$ cat config.mk
export PLATFORM = sky130hd
export DESIGN_NAME = usb_setup_request_decoder
export DESIGN_NICKNAME = d
export VERILOG_FILES = /design/src/usbsrd_pkg.sv /design/src/usb_setup_request_decoder.sv /design/src/usbsrd_front.sv /design/src/usbsrd_queue.sv /design/src/usbsrd_back.sv
export SDC_FILE = /design/constraint.sdc
export NUM_CORES = 1
export LEC_CHECK = 0
export BUFFER_PORTS_ARGS = -buffer_cell sky130_fd_sc_hd__clkbuf_2
export CAP_MARGIN = 20
export CORE_MARGIN = 4
export CORE_UTILIZATION = 55
export CTS_CLUSTER_SIZE = 20
export DETAILED_ROUTE_END_ITERATION = 10
export PLACE_DENSITY = 0.8
export SYNTH_ARGS = -nofsm -noshare
export SYNTH_HDL_FRONTEND = slang
export SYNTH_HIERARCHICAL = 1
export SYNTH_SLANG_ARGS = --single-unit
$ cat constraint.sdc
create_clock -name clk -period 7.2 [get_ports clk]
set_clock_uncertainty 0.1 [all_clocks]
set_input_delay 0.72 -clock clk [delete_from_list [all_inputs] [get_ports clk]]
set_output_delay 0.72 -clock clk [all_outputs]
set_load 0.1 [all_outputs]
$ cat src/usbsrd_pkg.sv
// Shared types and constants for the USB setup request decoder.
// Used by every module of the block; depends on nothing else.
`default_nettype none

package usbsrd_pkg;

  // Input request as it arrives on the input channel.
  typedef struct packed {
    logic        opcode;
    logic [7:0]  request_type;
    logic [7:0]  request_code;
    logic [15:0] request_value;
    logic [15:0] request_index;
    logic [15:0] request_length;
  } in_t;

  // Result as it leaves on the output channel.
  typedef struct packed {
    logic        stall_res;
    logic [2:0]  response_kind;
    logic [3:0]  string_number;
    logic [7:0]  reply_length;
    logic        notify_after;
    logic        dfu_detach;
    logic [6:0]  device_address;
    logic        mgmt_running;
    logic        network_running;
  } out_t;

  typedef enum logic [2:0] {
    KIND_NONE       = 3'd0,
    KIND_STATUS     = 3'd1,
    KIND_DFU_STATUS = 3'd2,
    KIND_DEVICE     = 3'd3,
    KIND_CONFIG     = 3'd4,
    KIND_QUALIFIER  = 3'd5,
    KIND_STRING     = 3'd6
  } kind_t;

  // Opcode values of the input item.
  localparam logic OPC_SETUP     = 1'b0;
  localparam logic OPC_BUS_RESET = 1'b1;

  // Request keys: {bRequest, bmRequestType}.
  localparam logic [15:0] KEY_DFU_DETACH    = 16'h0021;
  localparam logic [15:0] KEY_GET_STATUS    = 16'h0080;
  localparam logic [15:0] KEY_DFU_GETSTATUS = 16'h03a1;
  localparam logic [15:0] KEY_GET_DESC      = 16'h0680;
  localparam logic [15:0] KEY_SET_ADDRESS   = 16'h0500;
  localparam logic [15:0] KEY_SET_CONFIG    = 16'h0900;
  localparam logic [15:0] KEY_SET_INTERFACE = 16'h0b01;
  localparam logic [15:0] KEY_SET_FILTER    = 16'h4321;

  // Descriptor types in the high byte of wValue.
  localparam logic [7:0] DESC_DEVICE    = 8'd1;
  localparam logic [7:0] DESC_CONFIG    = 8'd2;
  localparam logic [7:0] DESC_STRING    = 8'd3;
  localparam logic [7:0] DESC_QUALIFIER = 8'd6;

  // Interface numbers seen by set interface.
  localparam logic [15:0] IFACE_MGMT  = 16'd0;
  localparam logic [15:0] IFACE_DATA  = 16'd1;
  localparam logic [15:0] IFACE_DFU   = 16'd4;

  localparam logic [7:0] LEN_STATUS     = 8'd2;
  localparam logic [7:0] LEN_DFU_STATUS = 8'd6;
  localparam logic [7:0] LEN_DEVICE     = 8'd18;
  localparam logic [7:0] LEN_CONFIG     = 8'd142;
  localparam logic [7:0] LEN_QUALIFIER  = 8'd10;

  localparam int unsigned STRING_COUNT = 11;
  localparam logic [7:0] STRING_LEN [STRING_COUNT] = '{
    8'd4, 8'd12, 8'd14, 8'd10, 8'd26, 8'd40, 8'd28, 8'd36, 8'd14, 8'd20, 8'd8
  };

  // State action that the back end applies when it retires a request.
  typedef enum logic [2:0] {
    ACT_NONE       = 3'd0,
    ACT_BUS_RESET  = 3'd1,
    ACT_SET_ADDR   = 3'd2,
    ACT_SET_CONFIG = 3'd3,
    ACT_NET_START  = 3'd4,
    ACT_NET_STOP   = 3'd5
  } act_t;

  // Classified request passed from the front end through the queue.
  typedef struct packed {
    act_t        act;
    logic        stall;
    kind_t       kind;
    logic [3:0]  string_number;
    logic [7:0]  reply_length;
    logic        notify;
    logic        dfu;
    logic [6:0]  address;
  } cmd_t;

endpackage

`default_nettype wire

$ cat src/usb_setup_request_decoder.sv
// Top level of the USB setup request decoder: front end, command queue, back end.
// Depends on usbsrd_pkg, usbsrd_front, usbsrd_queue and usbsrd_back.
//
// The block takes one request per clock while in_ready is high: a setup
// packet or a bus reset goes in, and exactly one result comes out for each,
// in order. A request is decoded as it is accepted and written into a small
// queue; the back end retires one queued request per cycle, while the output
// register is empty or being taken, into the output register, updating the
// device address and the management and network run state as it does. A
// result passes through the queue and then the output register, and is offered
// on out_valid once it is in the output register. While the output is stalled,
// the queue absorbs up to QUEUE_DEPTH further requests before in_ready drops.
`default_nettype none

module usb_setup_request_decoder #(
  parameter int unsigned QUEUE_DEPTH = 2
) (
  input  wire logic          clk,
  input  wire logic          rst_n,
  input  wire logic          in_valid,
  output logic               in_ready,
  input  usbsrd_pkg::in_t    in_data,
  output logic               out_valid,
  input  wire logic          out_ready,
  output usbsrd_pkg::out_t   out_data
);

  usbsrd_pkg::cmd_t  front_cmd;
  usbsrd_pkg::cmd_t  queue_cmd;
  logic              queue_full;
  logic              queue_empty;
  logic              queue_pop;

  usbsrd_front u_front (
    .req_i (in_data),
    .cmd_o (front_cmd)
  );

  usbsrd_queue #(
    .DEPTH (QUEUE_DEPTH)
  ) u_queue (
    .clk         (clk),
    .rst_n       (rst_n),
    .push_i      (in_valid),
    .push_data_i (front_cmd),
    .full_o      (queue_full),
    .pop_i       (queue_pop),
    .empty_o     (queue_empty),
    .pop_data_o  (queue_cmd)
  );

  usbsrd_back u_back (
    .clk         (clk),
    .rst_n       (rst_n),
    .cmd_empty_i (queue_empty),
    .cmd_i       (queue_cmd),
    .cmd_pop_o   (queue_pop),
    .out_valid_o (out_valid),
    .out_ready_i (out_ready),
    .out_data_o  (out_data)
  );

  assign in_ready = !queue_full;

endmodule

`default_nettype wire

$ cat src/usbsrd_front.sv
// Front end: classifies one setup request or bus reset into a command.
// Depends on usbsrd_pkg; purely combinational, feeds the command queue.
`default_nettype none

module usbsrd_front (
  input  usbsrd_pkg::in_t  req_i,
  output usbsrd_pkg::cmd_t cmd_o
);

  logic [15:0]         key;
  logic [7:0]          dtype;
  logic [7:0]          didx;
  logic [7:0]          natural_len;
  usbsrd_pkg::cmd_t    cmd;

  assign key   = {req_i.request_code, req_i.request_type};
  assign dtype = req_i.request_value[15:8];
  assign didx  = req_i.request_value[7:0];

  always_comb begin
    cmd             = '0;
    cmd.act         = usbsrd_pkg::ACT_NONE;
    cmd.kind        = usbsrd_pkg::KIND_NONE;
    natural_len     = '0;
    cmd.address     = req_i.request_value[6:0];

    if (req_i.opcode == usbsrd_pkg::OPC_BUS_RESET) begin
      cmd.act = usbsrd_pkg::ACT_BUS_RESET;
    end else begin
      unique case (key)
        usbsrd_pkg::KEY_DFU_DETACH: begin
          cmd.dfu = 1'b1;
        end
        usbsrd_pkg::KEY_GET_STATUS: begin
          cmd.kind    = usbsrd_pkg::KIND_STATUS;
          natural_len = usbsrd_pkg::LEN_STATUS;
        end
        usbsrd_pkg::KEY_DFU_GETSTATUS: begin
          cmd.kind    = usbsrd_pkg::KIND_DFU_STATUS;
          natural_len = usbsrd_pkg::LEN_DFU_STATUS;
        end
        usbsrd_pkg::KEY_GET_DESC: begin
          if (dtype == usbsrd_pkg::DESC_DEVICE) begin
            cmd.kind    = usbsrd_pkg::KIND_DEVICE;
            natural_len = usbsrd_pkg::LEN_DEVICE;
          end else if (dtype == usbsrd_pkg::DESC_CONFIG) begin
            cmd.kind    = usbsrd_pkg::KIND_CONFIG;
            natural_len = usbsrd_pkg::LEN_CONFIG;
          end else if (dtype == usbsrd_pkg::DESC_QUALIFIER) begin
            cmd.kind    = usbsrd_pkg::KIND_QUALIFIER;
            natural_len = usbsrd_pkg::LEN_QUALIFIER;
          end else if (dtype == usbsrd_pkg::DESC_STRING &&
                       didx < 8'(usbsrd_pkg::STRING_COUNT)) begin
            cmd.kind          = usbsrd_pkg::KIND_STRING;
            cmd.string_number = didx[3:0];
            natural_len       = usbsrd_pkg::STRING_LEN[didx[3:0]];
          end else begin
            cmd.stall = 1'b1;
          end
        end
        usbsrd_pkg::KEY_SET_ADDRESS: begin
          cmd.act = usbsrd_pkg::ACT_SET_ADDR;
        end
        usbsrd_pkg::KEY_SET_CONFIG: begin
          cmd.act    = usbsrd_pkg::ACT_SET_CONFIG;
          cmd.notify = 1'b1;
        end
        usbsrd_pkg::KEY_SET_INTERFACE: begin
          if (req_i.request_index == usbsrd_pkg::IFACE_DATA) begin
            if (req_i.request_value != 16'd0) begin
              cmd.act    = usbsrd_pkg::ACT_NET_START;
              cmd.notify = 1'b1;
            end else begin
              cmd.act = usbsrd_pkg::ACT_NET_STOP;
            end
          end else if (req_i.request_index != usbsrd_pkg::IFACE_MGMT &&
                       req_i.request_index != usbsrd_pkg::IFACE_DFU) begin
            cmd.stall = 1'b1;
          end
        end
        usbsrd_pkg::KEY_SET_FILTER: begin
          cmd.act = usbsrd_pkg::ACT_NONE;
        end
        default: begin
          cmd.stall = 1'b1;
        end
      endcase
    end

    // A stalled request leaves no trace other than the stall itself.
    if (cmd.stall) begin
      cmd.act           = usbsrd_pkg::ACT_NONE;
      cmd.kind          = usbsrd_pkg::KIND_NONE;
      cmd.string_number = '0;
      cmd.notify        = 1'b0;
      cmd.dfu           = 1'b0;
      natural_len       = '0;
    end

    if (req_i.request_length < {8'd0, natural_len}) begin
      cmd.reply_length = req_i.request_length[7:0];
    end else begin
      cmd.reply_length = natural_len;
    end
  end

  assign cmd_o = cmd;

endmodule

`default_nettype wire

$ cat src/usbsrd_queue.sv
// Short command queue between the decode front end and the execute back end.
// Depends on usbsrd_pkg for the command type; DEPTH from 2 to 16.
`default_nettype none

module usbsrd_queue #(
  parameter int unsigned DEPTH = 2
) (
  input  wire logic             clk,
  input  wire logic             rst_n,
  input  wire logic             push_i,
  input  usbsrd_pkg::cmd_t      push_data_i,
  output logic                  full_o,
  input  wire logic             pop_i,
  output logic                  empty_o,
  output usbsrd_pkg::cmd_t      pop_data_o
);

  localparam int unsigned PTR_W = $clog2(DEPTH);
  localparam int unsigned CNT_W = $clog2(DEPTH + 1);

  usbsrd_pkg::cmd_t  entry_r [DEPTH];
  logic [PTR_W-1:0]  wr_ptr_r, wr_ptr_nxt;
  logic [PTR_W-1:0]  rd_ptr_r, rd_ptr_nxt;
  logic [CNT_W-1:0]  count_r,  count_nxt;
  logic              do_push;
  logic              do_pop;

  assign full_o     = (count_r == CNT_W'(DEPTH));
  assign empty_o    = (count_r == '0);
  assign pop_data_o = entry_r[rd_ptr_r];

  assign do_push = push_i && !full_o;
  assign do_pop  = pop_i && !empty_o;

  always_comb begin
    wr_ptr_nxt = wr_ptr_r;
    rd_ptr_nxt = rd_ptr_r;
    count_nxt  = count_r;
    if (do_push) begin
      wr_ptr_nxt = (wr_ptr_r == PTR_W'(DEPTH - 1)) ? '0 : wr_ptr_r + 1'b1;
    end
    if (do_pop) begin
      rd_ptr_nxt = (rd_ptr_r == PTR_W'(DEPTH - 1)) ? '0 : rd_ptr_r + 1'b1;
    end
    if (do_push && !do_pop) begin
      count_nxt = count_r + 1'b1;
    end else if (do_pop && !do_push) begin
      count_nxt = count_r - 1'b1;
    end
  end

  always_ff @(posedge clk) begin
    if (!rst_n) begin
      wr_ptr_r <= '0;
      rd_ptr_r <= '0;
      count_r  <= '0;
    end else begin
      wr_ptr_r <= wr_ptr_nxt;
      rd_ptr_r <= rd_ptr_nxt;
      count_r  <= count_nxt;
    end
  end

  always_ff @(posedge clk) begin
    if (do_push) begin
      entry_r[wr_ptr_r] <= push_data_i;
    end
  end

endmodule

`default_nettype wire

$ cat src/usbsrd_back.sv
// Back end: retires commands in order, updates address and run state,
// and holds the result in the output register. Depends on usbsrd_pkg.
`default_nettype none

module usbsrd_back (
  input  wire logic          clk,
  input  wire logic          rst_n,
  input  wire logic          cmd_empty_i,
  input  usbsrd_pkg::cmd_t   cmd_i,
  output logic               cmd_pop_o,
  output logic               out_valid_o,
  input  wire logic          out_ready_i,
  output usbsrd_pkg::out_t   out_data_o
);

  logic [6:0]        address_r, address_nxt;
  logic              mgmt_on_r, mgmt_on_nxt;
  logic              net_on_r,  net_on_nxt;
  logic              out_valid_r, out_valid_nxt;
  usbsrd_pkg::out_t  out_data_r, out_data_nxt;

  // The output register refills in the same cycle it is taken.
  assign cmd_pop_o = !cmd_empty_i && (!out_valid_r || out_ready_i);

  always_comb begin
    address_nxt   = address_r;
    mgmt_on_nxt   = mgmt_on_r;
    net_on_nxt    = net_on_r;
    out_valid_nxt = out_valid_r && !out_ready_i;
    out_data_nxt  = out_data_r;

    if (cmd_pop_o) begin
      unique case (cmd_i.act)
        usbsrd_pkg::ACT_BUS_RESET: begin
          address_nxt = '0;
          mgmt_on_nxt = 1'b0;
          net_on_nxt  = 1'b0;
        end
        usbsrd_pkg::ACT_SET_ADDR: begin
          address_nxt = cmd_i.address;
          if (cmd_i.address == '0) begin
            mgmt_on_nxt = 1'b0;
            net_on_nxt  = 1'b0;
          end
        end
        usbsrd_pkg::ACT_SET_CONFIG: begin
          mgmt_on_nxt = 1'b1;
          net_on_nxt  = 1'b0;
        end
        usbsrd_pkg::ACT_NET_START: begin
          net_on_nxt = 1'b1;
        end
        usbsrd_pkg::ACT_NET_STOP: begin
          net_on_nxt = 1'b0;
        end
        default: begin
        end
      endcase

      out_valid_nxt                = 1'b1;
      out_data_nxt.stall_res       = cmd_i.stall;
      out_data_nxt.response_kind   = cmd_i.kind;
      out_data_nxt.string_number   = cmd_i.string_number;
      out_data_nxt.reply_length    = cmd_i.reply_length;
      out_data_nxt.notify_after    = cmd_i.notify;
      out_data_nxt.dfu_detach      = cmd_i.dfu;
      out_data_nxt.device_address  = address_nxt;
      out_data_nxt.mgmt_running    = mgmt_on_nxt;
      out_data_nxt.network_running = net_on_nxt;
    end
  end

  always_ff @(posedge clk) begin
    if (!rst_n) begin
      address_r   <= '0;
      mgmt_on_r   <= 1'b0;
      net_on_r    <= 1'b0;
      out_valid_r <= 1'b0;
    end else begin
      address_r   <= address_nxt;
      mgmt_on_r   <= mgmt_on_nxt;
      net_on_r    <= net_on_nxt;
      out_valid_r <= out_valid_nxt;
    end
  end

  always_ff @(posedge clk) begin
    out_data_r <= out_data_nxt;
  end

  assign out_valid_o = out_valid_r;
  assign out_data_o  = out_data_r;

endmodule

`default_nettype wire

* Yosys cells after proc, flatten, opt, wreduce, memory -nomap -nowiden
Memory sizes are Yosys's and may differ from the RTL's. A register that Yosys moved wholly into a read port is not among the register bits.
Index checks and enable logic that the tools add are counted.
** Operators by class
- Add/subtract/negate cells :: 4
- Equal/unequal tests :: 20
- Reductions and logical operators :: 22
- Bitwise operators :: 1
- Multiplexer cells :: 53
- Magnitude comparators :: 3
** Operators with widths (count)
- $mux W8 :: 10
- $eq A16 B11 Y1 const B :: 2
- $eq A16 B12 Y1 const B :: 2
- $reduce_bool A16 Y1 :: 2
- $pmux W8 S3 :: 1
- $mux W1 :: 19
- $mux W3 :: 6
- $pmux W3 S3 :: 2
- $eq A16 B1 Y1 const B :: 1
- $eq A16 B10 Y1 const B :: 1
- $eq A16 B15 Y1 const B :: 1
- $eq A16 B6 Y1 const B :: 1
- $eq A16 B8 Y1 const B :: 1
- $eq A8 B2 Y1 const B :: 2
- $lt A16 B8 Y1 :: 1
- $mux W4 :: 4
- $ne A16 B3 Y1 const B :: 1
- $mux W7 :: 2
- $pmux W7 S2 :: 1
- $pmux W1 S3 :: 3
- $eq A8 B1 Y1 const B :: 1
- $eq A8 B3 Y1 const B :: 1
- $logic_and A1 B1 Y1 :: 8
- $lt A8 B4 Y1 const B :: 1
- other kinds (18) :: 29
** Word-level totals
- Memory bits (read-only) :: 128
- Word-level logic and storage cells :: 121
- RAM bits :: 56
- Memories kept :: 2
- Bits in registers :: 41
- Output and inout port bits :: 29
** Memory list
- (name not given) :: depth 16, bits a word 8, read ports 1, clocked after memory_dff 0, wr ports 0, RTL line usbsrd_front.sv:56 : natural_len = usbsrd_pkg::STRING_LEN[didx[3:0]];
- u_queue.entry_r :: depth 2, bits a word 28, read ports 1, clocked after memory_dff 1, wr ports 1, RTL line usbsrd_queue.sv:21 : usbsrd_pkg::cmd_t entry_r [DEPTH];

* Logic depth before layout (Yosys ltp)
- Depth in word-level cells :: 13
- Depth in mapped cells :: 16

* Modules after synthesis
The synthesis kept the hierarchy.
** By module, submodules not included
- usbsrd_queue :: cells an instance 112, sequential area each 1781.7 um^2, area an instance 2250.9 um^2, times used 1
- usbsrd_back :: cells an instance 104, sequential area each 1011.0 um^2, area an instance 1428.9 um^2, times used 1
- usbsrd_front :: cells an instance 151, sequential area each 0.0 um^2, area an instance 1034.7 um^2, times used 1
- usb_setup_request_decoder :: cells an instance 1, sequential area each 0.0 um^2, area an instance 3.8 um^2, times used 1

* Worst setup path before layout
No wires, ideal clock.
- Path type :: input port to flip-flop
- Start :: input in_data[53] in the netlist's numbering
- End :: memory u_queue/entry_r[0][16] in the netlist's numbering (data pin)
- Stages :: 15
- Slack :: 1.945 ns
- Library setup time :: 0.259 ns
- Data arrival time :: 4.896 ns
- Cell sequence :: or4_4 -> or4_4 -> nor3_4 -> or4b_4 -> o2111ai_4 -> nor3_2 -> nand2_1 -> ha_1 -> or4_1 -> a2111oi_0 -> nand2_1 -> a2111oi_0 -> nand2b_1 -> and2_1 -> a32o_2
** RTL lines
- from (decl) :: RTL line usb_setup_request_decoder.sv:22 : input usbsrd_pkg::in_t in_data,
- to (decl) :: RTL line usbsrd_queue.sv:21

==> results.tsv <==
metric	value	unit
p_leak	2.08	nW
synthTopCellsByCount	83 x edfxtp_1, 29 x mux2_2, 27 x nand2_1, 24 x nor2_1, 19 x a21oi_1	
cts_hold_buf	0	
dieHeight	101	um
die-area	10100	um^2
postCtsSetupBuffers	0	
first_pass_iters	4	
ys.flop_type	edfxtp_1	
dp.cells	558	
drtIter0Drc	197	
hold_viol	0	
drc	0	
grt_pass1_wl	16100	um
worst_pin_slew	0.660	ns
hold_path_class	reg -> reg	
whs_path_depth	2	
antenna_found_initial	0	
p_sw_frac	0.478	
rows	33	
synth.avg_cell_area	12.8	um^2
highest_layer	met4	
synth-xor-area-share	0.00928	
cts_buffers	9	
wirelength	10000	um
initial_core_util	0.569	
wl_met3	587	um
routabilityCongestion	0.854	
synth_edf_count	83	
viasPerCell	5.86	
synthSimpleGateAreaFrac	0.158	
peakVddDrop	0.210	mV
critical_path_class	in -> reg	
fin_cells	574	
r2r_cells	5	
synth_top_cell_by_area	edfxtp_1	
p_sw	1.11	mW
grt_pass1_vias	3308	
synth.most_common_cell	edfxtp_1	
syn2layout_area_growth	16.5	%
syn_area	4720	um^2
ys_types	65	
antenna_cells	0	
seq_power_share	0.375	
coreArea	8300	um^2
crit_arrival	5.70	ns
dr_wl_met2	4960	um
cts_tree	yes	
antenna_left	0	
worstHoldStart	u_back/mgmt_on_r	
rrSetupSlack	4.62	ns
grt_max_degree	36	
synth_fa_ha_area_frac	0.0159	
power_density	422	nW/um^2
synth_top_family_by_area	simple AND/OR/NAND/NOR gates	
clock_path_buffers	2	
slew_headroom	0.549	
grt_use_total	0.205	
r2r_end	u_back/out_data_o[0]	
port_buffers	97	
worstPathRequired	7.22	ns
wl_met1	4290	um
htree_levels	3	
whs_endpoint	u_back/mgmt_on_r	
clk_pin_slew	0.10	ns
clock.fmax	176	MHz
critPathLaunchType	input port	
clock-sinks	98	
syn_nets	443	
synthTopCellsByArea	edfxtp_1 53%, mux2_2 6.9%, dfxtp_1 6.4%, nand2_1 2.1%, a21oi_1 2.0%	
clock_power_share	0.164	
ys_seq_area_frac	0.592	
period_share	0.788	
cap_violations	0	
end_kind	register	
combinationalPowerShare	0.461	
outcome	finished clean	
pin_count	98	
drive_above_1_share	0.358	
hpwl	7120	um
final-setup-viol-count	0	
ys_async_sr_fraction	0	
finalNetCount	539	
synthMuxAreaShare	0.0756	
ys_ff_latch	98	
die_w	101	um
clock_latency	0.36	ns
min_period	5.67	ns
p_int	1.21	mW
synth_top_area_frac	0.528	
root_buffer	clkbuf_8	
vias	3362	
yosys_warnings	6	
finalMaxSlewViolations	0	
rsz0062_at_grt	false	
drt-wirelength-per-cell	17.5	um
tns	0	ns
synth_compound_area_frac	0.117	
grt.overflow.total	0	
netlist_instances	368	
critPathMaxFanout	10	
ctsResizeCount	0	
==> cell type report <==
type                       instances  area, um^2
timing repair buffer             101         515
fill                             615        2800
multi-input combinational        239        1780
inverter                          15        56.3
tap                              105         131
sequential                        98        2790
clock inverter                     6        68.8
clock buffer                      10         149
==> power groups by stage <==
| stage | clock network, mW | registers (mW) | logic (mW) |
|---|---|---|---|
| after CTS | 0.385 | 0.869 | 1.07 |
| after global placement | 0 | 0.875 | 1.05 |
| after floorplan | 0 | 1.44 | 0.324 |
| after global routing | 0.408 | 0.883 | 1.12 |
| after detailed placement | 0 | 0.880 | 1.07 |
| final | 0.380 | 0.869 | 1.07 |
==> worst max-delay path, stage by stage <==
cell and delay [ns]:
clkbuf_2 0.10, or4_4 0.53, or4_4 0.58, nor3_4 0.22, or4b_4 0.18, o2111ai_4 0.23
nor3_2 0.28, nand2_1 0.10, ha_1 0.19, or4_1 0.54, a2111oi_0 0.46, nand2_1 0.17
a2111oi_0 0.60, nand2b_1 0.25, and2_1 0.26, a32o_2 0.28
==> registers in the layout (all words and copies together) (netlist names), named ones only <==
name                cells
u_back/address_r        7
u_queue/wr_ptr_r        1
u_queue/rd_ptr_r        1
u_back/out_data_o      27
u_back/mgmt_on_r        1
u_back/out_valid_o      1
u_back/net_on_r         1
u_queue/count_r         2
u_queue/entry_r        56
==> placed cells by master (no fill, tap or decap), types with 10 or more instances in the layout <==
master | netlist | layout
dfxtp_1 | 15 | 15
nor2_1 | 24 | 23
inv_1 | 13 | 13
a21oi_1 | 19 | 19
clkbuf_2 | 0 | 97
nand2_1 | 27 | 27
and2_1 | 10 | 10
mux2_2 | 29 | 29
edfxtp_1 | 83 | 83
==> logic make-up after synthesis <==
family | after synthesis
mux | 32
buf+inv | 31
compound gates | 70
flops | 98
simple gates | 126
fa+ha+maj | 6
xor+xnor | 5
==> layer usage <==
| metal | GRT usage | up-vias |
|---|---|---|
| met5 | 0 | - |
| met2 | 0.333 | 129 |
| met4 | 0.0829 | 0 |
| met1 | 0.270 | 1589 |
| li1 | - | 1627 |
| met3 | 0.0401 | 17 |
==> per-stage QoR <==
stage | area (um^2) | worst slack (ns) | util | power (mW) | hold slack, ns
2_1_floorplan | 4720 | 1.94 | - | 1.76 | 0.348
3_3_place_gp | 5280 | 1.61 | 0.636 | 1.93 | 0.359
3_5_place_dp | 5280 | 1.29 | 0.636 | 1.95 | 0.374
4_1_cts | 5500 | 1.66 | 0.662 | 2.33 | 0.387
5_1_grt | 5500 | 1.42 | 0.662 | 2.41 | 0.412
6_report | 5500 | 1.53 | 0.662 | 2.32 | 0.388
==> worst max-delay path by stage <==
stage | from | endpoint | slack, ns
6_report | in_data[53] | u_queue/entry_r[0][16] | 1.53
5_1_grt | in_data[53] | u_queue/entry_r[0][16] | 1.42
4_1_cts | in_data[53] | u_queue/entry_r[0][16] | 1.66
3_5_place_dp | in_data[53] | u_queue/entry_r[0][16] | 1.29
3_3_place_gp | in_data[53] | u_queue/entry_r[0][16] | 1.61
2_1_floorplan | in_data[53] | u_queue/entry_r[0][16] | 1.94
Power figures use the tool's default switching activity.
